**src/design/wpc_pkg.sv**
```systemverilog
// ----------------------------------------------------------------------------
// Weighted predicate pair counter package
// Shared constants, operation codes, register indexes and control structs.
// ----------------------------------------------------------------------------
package wpc_pkg;

  localparam int SUM_W      = 40;  // Q32.8 accumulator width
  localparam int VAL_W      = 16;  // Q8.8 feature value and weight width
  localparam int FEAT_REG_W = 4;   // width of a predicate feature register
  localparam int PRED_REGS  = 4;   // predicate register sets in the register map
  localparam int CLS_MAX_W  = 4;   // class select width for up to sixteen classes
  localparam int SLOT_MAX_W = 4;   // sum slot select width for up to sixteen sums
  localparam int CFG_IDX_W  = 3;

  // Item operations, carried in tuser.
  localparam logic [1:0] FUNC_WRITE_FEATURE = 2'd0;
  localparam logic [1:0] FUNC_ADD_WEIGHT    = 2'd1;
  localparam logic [1:0] FUNC_READ_SUM      = 2'd2;
  localparam logic [1:0] FUNC_CLEAR_SUMS    = 2'd3;

  // Read selections.
  localparam logic [1:0] READ_CLASS_TOTAL = 2'd0;
  localparam logic [1:0] READ_SINGLE_SUM  = 2'd1;
  localparam logic [1:0] READ_PAIR_SUM    = 2'd2;

  // Register map: four feature selects, then four thresholds.
  localparam logic [CFG_IDX_W-1:0] CFG_PRED0_FEATURE   = 3'd0;
  localparam logic [CFG_IDX_W-1:0] CFG_PRED3_FEATURE   = 3'd3;
  localparam logic [CFG_IDX_W-1:0] CFG_PRED0_THRESHOLD = 3'd4;

  // Feature select change, forwarded to the feature store.
  typedef struct packed {
    logic                  we;
    logic [1:0]            pred;
    logic [FEAT_REG_W-1:0] feat;
  } cfg_feat_t;

  // Accumulate or clear request for the sum bank.
  typedef struct packed {
    logic                   add;
    logic                   clr;
    logic [CLS_MAX_W-1:0]   cls;
    logic signed [VAL_W-1:0] weight;
    logic [PRED_REGS-1:0]   hits;
  } accum_op_t;

  // Sum read selection.
  typedef struct packed {
    logic                  valid;
    logic [CLS_MAX_W-1:0]  cls;
    logic [SLOT_MAX_W-1:0] slot;
  } sum_sel_t;

  // Position of pair (i, j), i <= j, among the pair sums.
  function automatic int pair_slot(input int i, input int j, input int np);
    return i * np - ((i * (i - 1)) >> 1) + (j - i);
  endfunction

endpackage

```
**src/design/wpc_feature_store.sv**
```systemverilog
// ----------------------------------------------------------------------------
// Feature store
// Row memory of Q8.8 feature values plus one tracked copy per predicate.
// ----------------------------------------------------------------------------
module wpc_feature_store #(
  parameter int NUM_FEATURES   = 16,
  parameter int NUM_PREDICATES = 4
) (
  input  logic                                         clk_i,
  input  logic                                         rst_ni,
  input  wpc_pkg::cfg_feat_t                           cfg_feat_i,
  input  logic [wpc_pkg::PRED_REGS-1:0][wpc_pkg::FEAT_REG_W-1:0] pred_feat_i,
  input  logic                                         wr_en_i,
  input  logic [wpc_pkg::FEAT_REG_W-1:0]               wr_idx_i,
  input  logic signed [wpc_pkg::VAL_W-1:0]             wr_val_i,
  output logic signed [wpc_pkg::VAL_W-1:0]             pred_val_o [NUM_PREDICATES],
  output logic [NUM_PREDICATES-1:0]                    pred_ok_o
);
  import wpc_pkg::*;

  localparam int FIDX_W = (NUM_FEATURES > 1) ? $clog2(NUM_FEATURES) : 1;

  logic signed [VAL_W-1:0] row_mem [NUM_FEATURES];
  logic signed [VAL_W-1:0] pred_val_q [NUM_PREDICATES];
  logic [NUM_PREDICATES-1:0] pred_ok_q, pred_ok_d;
  logic [7:0] wr_idx_ext, cfg_feat_ext;
  logic wr_ok, cfg_ok;

  assign wr_idx_ext   = {{(8-FEAT_REG_W){1'b0}}, wr_idx_i};
  assign cfg_feat_ext = {{(8-FEAT_REG_W){1'b0}}, cfg_feat_i.feat};
  assign wr_ok  = wr_en_i && (32'(wr_idx_ext) < NUM_FEATURES);
  assign cfg_ok = 32'(cfg_feat_ext) < NUM_FEATURES;

  // A predicate keeps its own copy of the feature it tests. It is refreshed
  // from the memory when its feature select changes, and snoops every write.
  always_ff @(posedge clk_i) begin
    if (wr_ok) begin
      row_mem[wr_idx_ext[FIDX_W-1:0]] <= wr_val_i;
    end
    for (int p = 0; p < NUM_PREDICATES; p++) begin
      if (cfg_feat_i.we && (32'(cfg_feat_i.pred) == p)) begin
        pred_val_q[p] <= row_mem[cfg_feat_ext[FIDX_W-1:0]];
      end else if (wr_ok && (pred_feat_i[p] == wr_idx_i)) begin
        pred_val_q[p] <= wr_val_i;
      end
    end
  end

  always_comb begin
    pred_ok_d = pred_ok_q;
    for (int p = 0; p < NUM_PREDICATES; p++) begin
      if (cfg_feat_i.we && (32'(cfg_feat_i.pred) == p)) begin
        pred_ok_d[p] = cfg_ok;
      end
    end
  end

  // Feature selects reset to zero, which is always inside the row.
  always_ff @(posedge clk_i or negedge rst_ni) begin
    if (!rst_ni) begin
      pred_ok_q <= '1;
    end else begin
      pred_ok_q <= pred_ok_d;
    end
  end

  assign pred_val_o = pred_val_q;
  assign pred_ok_o  = pred_ok_q;

endmodule

```
**config.mk**
```make
export PLATFORM = sky130hd
export DESIGN_NAME = wpc_feature_store
export DESIGN_NICKNAME = d
export VERILOG_FILES = /design/src/design/wpc_pkg.sv /design/src/design/wpc_feature_store.sv
export SDC_FILE = /design/constraint.sdc
export NUM_CORES = 1
export LEC_CHECK = 0
export BUFFER_PORTS_ARGS = -buffer_cell sky130_fd_sc_hd__buf_2
export CORE_ASPECT_RATIO = 0.8
export CORE_MARGIN = 3
export CORE_UTILIZATION = 64
export CTS_BUF_LIST = sky130_fd_sc_hd__clkbuf_16
export DETAILED_ROUTE_END_ITERATION = 16
export PLACE_DENSITY = 0.92
export SYNTH_ARGS = -nofsm -noshare
export SYNTH_HDL_FRONTEND = slang
export SYNTH_SLANG_ARGS = --single-unit
export TNS_END_PERCENT = 50
```
**constraint.sdc**
```tcl
create_clock -name clk_i -period 7.76 [get_ports clk_i]
set_input_delay 1.552 -clock clk_i [delete_from_list [all_inputs] [get_ports clk_i]]
set_output_delay 1.552 -clock clk_i [all_outputs]
set_load 0.02 [all_outputs]
```
; Word-level counts from Yosys, hierarchy flattened
; Memories as Yosys holds them, arrays and structs flattened.
; Index checks and enable logic that the tools add are counted.
[op_classes]
n_lt_le_gt_ge = 2
n_eq_ne = 7
mux = 10
reduce_logical = 14
[ops]
columns = cell, count
row1 = 16-bit 2-to-1 mux, 8
row2 = 4-bit equality test, 4
row3 = 4-bit by 5-bit less-than comparator with 1-bit output (second input constant), 2
row4 = 1-bit logical AND, 9
row5 = 2-bit nonzero test, 4
row6 = 2-bit equality test (second input constant), 2
row7 = 2-bit by 1-bit equality test with 1-bit output (second input constant), 1
row8 = 2-bit zero test, 1
row9 = 1-bit 2-to-1 mux, 2
[word_totals]
ff_bits = 68
input_bits = 46
mem_count = 1
ram_bits = 256
out_inout_bits = 68
word_cells = 42
[mem_list]
columns = memory, depth, word_bits, rd, rd_ports_with_merged_regs, wr, line
row1 = row_mem, 16, 16, 1, 0, 1, wpc_feature_store.sv:23  ; logic signed [VAL_W-1:0] row_mem [NUM_FEATURES];

; Logic depth before layout (Yosys ltp)
; Gate-level depths: netlist (run 1).
[depth]
word_depth = 5
ltp_mapped = 7
depth_no_buf = 4

; Worst setup path before layout (run 1)
; No wires, ideal clock.
[synth_path]
path_type = in2reg
start = in wr_idx_i[0] in the netlist's numbering
end = reg pred_val_q (netlist bit pred_val_o[32]) (enable)
arrival_time_ps = 3797
slack_ps = 3527
stages = 4
required_ps = 7324
n_path_buf = 1
path_cell_list = clkbuf_1 > xnor2_1 > nand2_1 > o41ai_1
[synth_between]
elab_chain_len = 4
[synth_rtl]
columns = item, line
row1 = "start, declared", wpc_feature_store.sv:14  ; input logic [wpc_pkg::FEAT_REG_W-1:0] wr_idx_i,
row2 = 4-bit by 5-bit less-than comparator with 1-bit output, wpc_feature_store.sv:31  ; assign wr_ok = wr_en_i && (32'(wr_idx_ext) < NUM_FEATURES);
row3 = 1-bit logical AND, wpc_feature_store.sv:31
row4 = 1-bit logical AND *, wpc_feature_store.sv:43  ; end else if (wr_ok && (pred_feat_i[p] == wr_idx_i)) begin
row5 = 2-bit nonzero test (no line) *, -
row6 = "end signal, assigned by index", wpc_feature_store.sv:42  ; pred_val_q[p] <= row_mem[cfg_feat_ext[FIDX_W-1:0]];
row7 = "end signal, assigned by index", wpc_feature_store.sv:44  ; pred_val_q[p] <= wr_val_i;
row8 = "end, declared", wpc_feature_store.sv:24  ; logic signed [VAL_W-1:0] pred_val_q [NUM_PREDICATES];
; Mark *: on every way between the ends. The rest lies on a longest branch, timed or not.
; A chain may end at the register's enable or synchronous reset.

; Worst setup path after layout (run 1)
[layout_path]
start = in cfg_feat_i[2] in the netlist's numbering
end = reg pred_val_q (netlist bit pred_val_o[9]) (data pin)
[layout_between]
elab_chain_len = 2
[layout_rtl]
columns = item, line
row1 = "start, declared", wpc_feature_store.sv:11  ; input wpc_pkg::cfg_feat_t cfg_feat_i,
row2 = memory 16 x 16 bit, -
row3 = 16-bit 2-to-1 mux, wpc_feature_store.sv:41  ; if (cfg_feat_i.we && (32'(cfg_feat_i.pred) == p)) begin
; No other way between the ends.

==> run metrics, run 1 <==
max-slew violations=0; fraction of layout cells with a size suffix above 1=0.3348; actual slew at the worst max-slew pin=1.368 ns; num rows=46; Die Wd=166.5 um; DRT Wirelength=31.80 mm; Final Cycle Share=0.4907; Post-Place Setup Slack=3.362 ns; post-route setup slack=3.952 ns; area grow syn2layout=13.13%; ys flop type=edfxtp_1; Setup crit start kind=primary input; Worst Path Buf+Inv=2; min-delay src=row_mem[1][12]; fmax=262.6 MHz; CP startpoint=cfg_feat_i[2]; num ports=114; worst-case clock buffer depth=3; Cells after Synth=739; Root Driver=clkbuf_16; Initial Utilization=0.6587; routed length per instance=27.77 um; DRC viols=0; Most common cell on crit path=buf_4; CTS resizes=0; Lkg Pwr=0.005124 uW; TritonCTS Buffers=28; hold buffers post-CTS=0; worst reg-to-reg setup slack=5.89 ns; clk_lat worst skew=0.55 ns; DR pass1 iterations=5; Worst VDD drop=0.0001759 V; Layout Nets=909; MaxCap Viol Count=0; number of synthesized flops with an enable pin=320; largest net degree at the start of global routing=63; Required @ worst endpoint=8.03 ns; Initial DRC Count=1354; CP arrival=4.08 ns; yosys warns=0; hpwl dp=18.86 mm; design area=0.01493 mm2; Critical R2R Launch=row_mem[2][0]; count of final setup violators=0; core area=0.02003 mm2; Min Clock Period, post-route=3.808 ns; vias=7754; Setup TNS=0 ns; worst-path maximum fanout=35; vias per cell=6.772; Critical Path Sink Type=flip-flop; critical path's top delay family=buffers and inverters; power density over the cells=237.9 mW/mm2; ant diodes=0; Max Clock Skew=0.01346 ns; R2R cell count=4; Port Buf Inserts=108; kind of critical path=primary input to flip-flop; Cell variety after synth=35; Seq cells post-synth=320; dpl cell area=0.01408 mm2; initial antenna violation count=0; Post-Syn Area=0.01319 mm2; Stages on worst setup path=6; DIE AREA=0.02239 mm2; GRT overflow=0; Avg Cell Area, Syn=17.85 um2; unrepaired setup endpoints after global routing=no; relative slew slack=0.08441; Die Span Y=134.4 um; GPL Wtd Cong=0.8254; RR Endpoint=pred_val_o[16]; Post-DRT Antenna Nets=0; crit path to=pred_val_o[9]; Fin. Hold Viols=0; CTS tree=done; clock sink count=320; crit path cell chain=buf_4 -> buf_4 -> mux4_2 -> mux2_2 -> nand2_1 -> o211ai_1; Total GRT Usage=0.2837; fill cell count=1072; clock-pin transition on the worst setup and hold timing paths=0.07 ns; post-CTS setup buffers=0; vias in the first global route=7602; Seq/Total Area, Yosys=0.7283; Crit path largest cell delay=0.64 ns; global-route wire length before repair=47.13 mm; outcome=finished clean; htree depth=1; slowest CP cell=buf_4; post-layout util=0.7453; share of flip-flops with an asynchronous set or reset=0; worst hold path type=flip-flop to flip-flop
[state kept, by name (all words and copies together) (netlist names)]
register,flops
pred_val_o,64
row_mem,256
[cells in the mapped netlist, types with 5 or more instances]
| library cell | count | area share |
|---|---|---|
| edfxtp_1 | 320 | 0.73 |
| a31oi_1 | 5 | 0.0024 |
| xor2_1 | 12 | 0.0080 |
| mux2_4 | 10 | 0.011 |
| mux2i_1 | 5 | 0.0038 |
| buf_4 | 5 | 0.0028 |
| o211ai_2 | 10 | 0.0095 |
| nor2_1 | 21 | 0.0060 |
| mux4_2 | 59 | 0.10 |
| inv_1 | 5 | 0.0014 |
| clkbuf_1 | 26 | 0.0074 |
| buf_2 | 7 | 0.0027 |
| o211ai_1 | 50 | 0.028 |
| nand2_1 | 131 | 0.037 |
| mux2_2 | 21 | 0.018 |
| nand2_2 | 10 | 0.0047 |
[kinds of logic after synthesis]
family	count (synthesis)	share of synthesized area
AO/OA/AOI/OAI	72	0.04476
AND/OR/NAND/NOR	180	0.05662
multiplexers	98	0.1375
flip-flops	320	0.7283
buffers and inverters	52	0.02191
XOR/XNOR	16	0.01062
other	1	0.0002842
[how the worst min path moves through the flow]
stage / end / slack, ns / depth (start not counted)
finish: pred_val_o[44] / 0.92 / 4
global route: pred_val_o[35] / 0.97 / 4
CTS: pred_val_o[44] / 0.93 / 4
detailed placement: pred_val_o[39] / 0.91 / 4
global placement: pred_val_o[62] / 0.87 / 4
floorplan: pred_val_o[14] / 0.79 / 4
[worst min-delay path, cell delays in order (launching register included)]
cell and delay, ns:
edfxtp_1 0.32, mux4_2 0.22, mux2_4 0.17, nand2_2 0.06, o211ai_2 0.06
[cell type report]
| type | count | area [um2] | share of cell area |
|---|---|---|---|
| clock inverters | 19 | 117.6 | 0.007879 |
| inverters | 5 | 18.77 | 0.001257 |
| flip-flops and latches | 320 | 9609 | 0.6438 |
| repair buffers | 138 | 768.2 | 0.05147 |
| well taps | 264 | 330.3 | 0.02213 |
| clock buffers | 29 | 725.7 | 0.04862 |
| multi-input cells | 370 | 3357 | 0.2249 |
[per-stage QoR]
| stage | power [uW] | hold WS, ns | cells |
|---|---|---|---|
| finish | 3550 | 0.9165 | 1145 |
| detailed placement | 2282 | 0.9138 | 1097 |
| CTS | 3551 | 0.9292 | 1145 |
| floorplan | 2177 | 0.7933 | 742 |
| global route | 3639 | 0.9655 | 1145 |
| global placement | 2265 | 0.8699 | 1097 |
[power breakdown]
part	internal, uW	total, uW	switching, uW
combinational	102	289	187
clock	706	1300	590
sequential	1950	1970	12.7
[cells in the final DEF, fill, tap and decap left out, types with 5 or more instances in the layout]
cell       instances
mux2_4            10
clkinv_1           8
edfxtp_1         320
o211ai_1          50
nor2_1            21
buf_4             31
inv_1              8
buf_2            107
nand2_2           10
mux2i_1            5
a31oi_1            5
clkbuf_16         29
mux4_2            59
xor2_1            12
mux2_2            21
o211ai_2          10
nand2_1          131
[per-layer routing]
| metal | track usage | part of all wire | up-vias |
|---|---|---|---|
| met5 | 0 | 0 | - |
| met4 | 0.09711 | 0.038 | 0 |
| met3 | 0.03978 | 0.11 | 112 |
| met2 | 0.4617 | 0.49 | 634 |
| met1 | 0.4084 | 0.36 | 3856 |
| li1 | - | - | 3152 |
(Power assumes the default switching activity.)
==> run 2: changes to the inputs <==
Settings changed: CORE_UTILIZATION 64 to 59, PLACE_DENSITY 0.92 to 0.86.
Clock period 7.76 ns to 3.9 ns, I/O delays scaled along.
==> run 2 against run 1 <==
Critical path depth stayed put. Power grew 100%. Critical path type unchanged. Largest cell class unchanged. Non-clock buffer count is 4 higher. Combinational power grew 97%.
==> run metrics, run 2 (synthesis results as in run 1) <==
Root Driver=clkbuf_16; Post-Place Setup Slack=0.9796 ns; Min Clock Period, post-route=2.379 ns; core area=0.02174 mm2; fmax=420.3 MHz; TritonCTS Buffers=30; Total GRT Usage=0.2552; worst-path maximum fanout=17; actual slew at the worst max-slew pin=0.9588 ns; power density over the cells=470.6 mW/mm2; commonest non-fill, non-tap cell in the layout=edfxtp_1; vias in the first global route=7425; commonest cells after routing, fill and taps aside=edfxtp_1, nand2_1, buf_2; fraction of layout cells with a size suffix above 1=0.3356; outcome=finished clean; max-slew violations=0; crit path cell chain=buf_4 -> buf_4 -> mux4_2 -> mux2_2 -> nand2_1 -> o211ai_1; CP startpoint=cfg_feat_i[2]; Die Span Y=139.8 um; hpwl dp=18.00 mm; CTS tree=done; Setup crit start kind=primary input; DIE AREA=0.02420 mm2; area grow syn2layout=14.09%; DRC viols=0; largest net degree at the start of global routing=42; worst hold path type=primary input to flip-flop; unrepaired setup endpoints after global routing=no; Required @ worst endpoint=4.16 ns; post-CTS setup buffers=0; clk_lat worst skew=0.56 ns; MaxCap Viol Count=0; Critical Path Sink Type=flip-flop; Lkg Pwr=0.005195 uW; Crit path largest cell delay=0.55 ns; initial antenna violation count=1; CP arrival=2.64 ns; Die Wd=173.2 um; Initial DRC Count=1139; ant diodes=0; DRT Wirelength=30.74 mm; Fin. Hold Viols=0; RR Endpoint=pred_val_o[53]; crit path to=pred_val_o[53]; clock sink count=320; DR pass1 iterations=5; GRT overflow=0; GPL Wtd Cong=0.8248; worst-case clock buffer depth=3; slowest CP cell=mux4_2; Port Buf Inserts=108; global-route wire length before repair=46.31 mm; routed length per instance=25.81 um; Initial Utilization=0.6069; Final Cycle Share=0.6100; kind of critical path=primary input to flip-flop; Most common cell on crit path=buf_4; vias=7587; num ports=114; post-route setup slack=1.521 ns; CTS resizes=0; Max Clock Skew=0.01682 ns; relative slew slack=0.3588; num rows=48; Layout Nets=915; Worst VDD drop=0.0003917 V; vias per cell=6.370; R2R cell count=4; hold buffers post-CTS=0; htree depth=1; max reg flops=256; count of final setup violators=0; Critical R2R Launch=row_mem[14][5]; Post-DRT Antenna Nets=0; worst reg-to-reg setup slack=2.02 ns; clock-pin transition on the worst setup and hold timing paths=0.07 ns; Setup TNS=0 ns
==> run 2: per-stage QoR <==
stage               utilization  power, uW  cell area [um2]  hold slack [ns]  instances
detailed placement       0.6524       4534            14180           0.8975       1137
global route             0.6924       7290            15050           0.6273       1191
finish                   0.6924       7084            15050           0.6374       1191
CTS                      0.6924       7101            15050           0.6072       1191
floorplan                     -       4331            13210           0.7933        742
global placement         0.6524       4509            14180           0.8464       1137
==> run 2: critical path: cells and delay by family <==
| family | cells | cell delay [ns] |
|---|---|---|
| AOI/OAI and AO/OA | 1 | 0.16 |
| muxes | 2 | 0.84 |
| and+or+nand+nor | 1 | 0.21 |
| buffers and inverters | 2 | 0.62 |
==> run 2: worst min-delay path by stage <==
stage,startpoint,endpoint,depth (start not counted)
after floorplan,row_mem[9][14],pred_val_o[14],4
after global placement,row_mem[9][14],pred_val_o[30],4
after detailed placement,row_mem[9][14],pred_val_o[62],4
after CTS,wr_val_i[14],row_mem[11][14],1
after global routing,wr_val_i[14],row_mem[2][14],1
final,wr_val_i[0],row_mem[15][0],1
==> run 2: where the power goes <==
part           switching, uW  internal [uW]  leakage (uW)
Combinational            363            207       0.00183
Clock                   1190           1420      0.000462
Sequential              21.3           3890       0.00291
Total                   1570           5510       0.00519
==> run 2: final cells by class <==
| class | instances | area, um2 |
|---|---|---|
| Sequential cell | 320 | 9609 |
| Fill cell | 1310 | 6688 |
| Multi-Input combinational cell | 370 | 3357 |
| Timing Repair Buffer | 142 | 823.3 |
| Clock buffer | 31 | 775.7 |
| Tap cell | 300 | 375.4 |
| Clock inverter | 23 | 93.84 |
| Inverter | 5 | 18.77 |
==> run 2: metal layers <==
| metal | share of wire | global-route usage | vias to the layer above |
|---|---|---|---|
| met1 | 0.37 | 0.3605 | 3711 |
| met3 | 0.11 | 0.05265 | 127 |
| met2 | 0.47 | 0.3968 | 573 |
| li1 | - | - | 3174 |
| met4 | 0.047 | 0.1062 | 2 |
| met5 | 0.00029 | 0 | - |
==> run 3: changes to the inputs <==
Settings changed: ABC_AREA set to 1, CORE_UTILIZATION 59 to 60, PLACE_DENSITY 0.86 to 0.87.
Clock period 3.9 ns to 2.4 ns, I/O delays scaled along.
==> run 3 against run 2 <==
Global-route usage increased by 4.5 points. Sequential share of layout area shrank 3.5 points. Die area up 4.4%. Cell count is 53% higher. Wire length increased by 23%. Worst hold slack worse by 0.28 ns. Critical path depth down 5. Clock power grew 63%. Core utilization is 0.76 points higher. Combinational power up 82%. Critical endpoint is now pred_val_o[1].
==> run metrics, run 3 <==
vias in the first global route=10590; num rows=49; fraction of layout cells with a size suffix above 1=0.1402; Seq/Total Area, Yosys=0.6845; Post-Place Setup Slack=0.3844 ns; GRT overflow=0; routed length per instance=20.75 um; ant diodes=0; MaxCap Viol Count=0; DR pass1 iterations=8; global-route wire length before repair=57.62 mm; min-delay src=wr_val_i[12]; Post-Synth XOR/XNOR Area=0.004367; clock sink count=320; Stages on worst setup path=1; CTS tree=done; Post-Syn Area=0.01404 mm2; largest area contributor in the netlist=edfxtp_1; worst-case clock buffer depth=3; Seq cells post-synth=320; num ports=114; worst-path maximum fanout=1; GPL Wtd Cong=0.9390; clk_lat worst skew=0.54 ns; DRC viols=0; Synth Area in Adders=0; Setup TNS=0 ns; Port Buf Inserts=108; ys flop type=edfxtp_1; Post-Synth Simple-Gate Area=0.2230; Required @ worst endpoint=1.92 ns; Cells after Synth=1373; power density over the cells=731.4 mW/mm2; area grow syn2layout=13.41%; R2R cell count=8; htree depth=1; post-CTS setup buffers=0; complex-gate fraction of the synthesized area=0.005169; RR Endpoint=pred_val_o[55]; initial antenna violation count=3; yosys warns=0; Root Driver=clkbuf_16; post-route setup slack=0.7319 ns; ranking of synthesized cells by area=edfxtp_1, nand2_1, nand3_1; Cell variety after synth=22; Crit path largest cell delay=0.45 ns; DRT Wirelength=37.73 mm; CP startpoint=pred_val_o[1]; CTS resizes=0; Final Cycle Share=0.6951; hold buffers post-CTS=0; max reg flops=256; max-slew violations=0; Die Wd=177.0 um; fmax=599.5 MHz; Worst Path Buf+Inv=1; largest family of logic cells by synthesized area=simple AND/OR/NAND/NOR gates; Layout Nets=1538; commonest non-fill, non-tap cell in the layout=nand2_1; Critical Path Sink Type=output pin; Max Clock Skew=0.007612 ns; Initial Utilization=0.6172; minimum hold slack=0.3598 ns; top-count cell post-synth=nand2_1; core area=0.02275 mm2; fill cell count=1433; Worst VDD drop=0.0006433 V; Avg Cell Area, Syn=10.22 um2; top cells by instance count after synthesis=nand2_1, edfxtp_1, inv_1; largest net degree at the start of global routing=74; total chip power=11640 uW; outcome=finished clean; number of synthesized flops with an enable pin=320; worst hold path type=primary input to flip-flop; Fin. Hold Viols=0; vias per cell=5.916; slowest CP cell=edfxtp_1; crit path to=pred_val_o[1]; mux contribution to synthesized area=0; count of final setup violators=0; Initial DRC Count=1779; commonest cells after routing, fill and taps aside=nand2_1, edfxtp_1, inv_1; hpwl dp=21.56 mm; Post-DRT Antenna Nets=0; Min Clock Period, post-route=1.668 ns; unrepaired setup endpoints after global routing=no; clock-pin transition on the worst setup and hold timing paths=0.07 ns; share of the synthesized area in the top cell type=0.6845; CP arrival=1.19 ns; DIE AREA=0.02528 mm2; crit path cell chain=buf_2; TritonCTS Buffers=29; vias=10760; critical path's top delay family=flip-flops; kind of critical path=flip-flop to output pin; Lkg Pwr=0.007012 uW; Setup crit start kind=flip-flop; Total GRT Usage=0.3001; share of flip-flops with an asynchronous set or reset=0; worst reg-to-reg setup slack=0.91 ns; Critical R2R Launch=row_mem[12][7]; Die Span Y=142.8 um
## run 3: cell types whose count changed after synthesis, moves of 10 or more
cell      change
mux2_2       -21
o211ai_1     -50
o211ai_2     -10
mux4_2       -59
buf_2        +24
buf_4        +11
nand2_1     +409
nand2_2      -10
inv_1       +195
nand3_1     +191
clkbuf_1     -16
xor2_1       -11
mux2_4       -10
## run 3: through the flow
stage          cell area, um2  utilization  std cells
2_1_floorplan           14050            -       1376
3_3_place_gp            15070       0.6624       1767
3_5_place_dp            15070       0.6624       1767
4_1_cts                 15920       0.7000       1818
5_1_grt                 15920       0.7000       1818
6_report                15920       0.7000       1818
## run 3: layout make-up
type,instances,area (um2),area share
Sequential cell,320,9609,0.6035
Inverter,208,782.0,0.04912
Multi-Input combinational cell,783,3309,0.2079
Clock buffer,29,725.7,0.04558
Timing Repair Buffer,150,983.4,0.06177
Clock inverter,22,128.9,0.008094
Tap cell,306,382.9,0.02405
## run 3: where the power goes
part	switching [uW]	leakage (uW)	internal (uW)
clock network	1960	0.000437	2290
logic	756	0.00367	285
registers	37.3	0.00291	6320
total	2750	0.00701	8890
## run 3: kinds of logic after synthesis
kind of cell    Yosys count
flops                   320
other cells               1
xor+xnor                  7
simple gates            759
compound gates           13
buf+inv                 273
## run 3: worst reg2reg max path: cells and delay by family, from the launching register on
kind                   cells  cell delay [ns]
flip-flops                 1             0.41
AND/OR/NAND/NOR            7             0.77
buffers and inverters      1             0.08
## run 3: how the worst min path moves through the flow
stage	end	slack, ns	cells after the start
2_1_floorplan	row_mem[0][0]	0.58	0
3_3_place_gp	row_mem[6][4]	0.90	1
3_5_place_dp	row_mem[7][4]	0.90	1
4_1_cts	row_mem[2][14]	0.34	1
5_1_grt	row_mem[0][4]	0.36	1
6_report	row_mem[11][12]	0.36	1
## run 3: metal layers
layer	up-vias	wire [um]	track usage
met5	-	31	0
met4	4	1876	0.1273
met3	201	4994	0.06539
met2	890	18320	0.4977
met1	4990	12510	0.3887
li1	4670	-	-
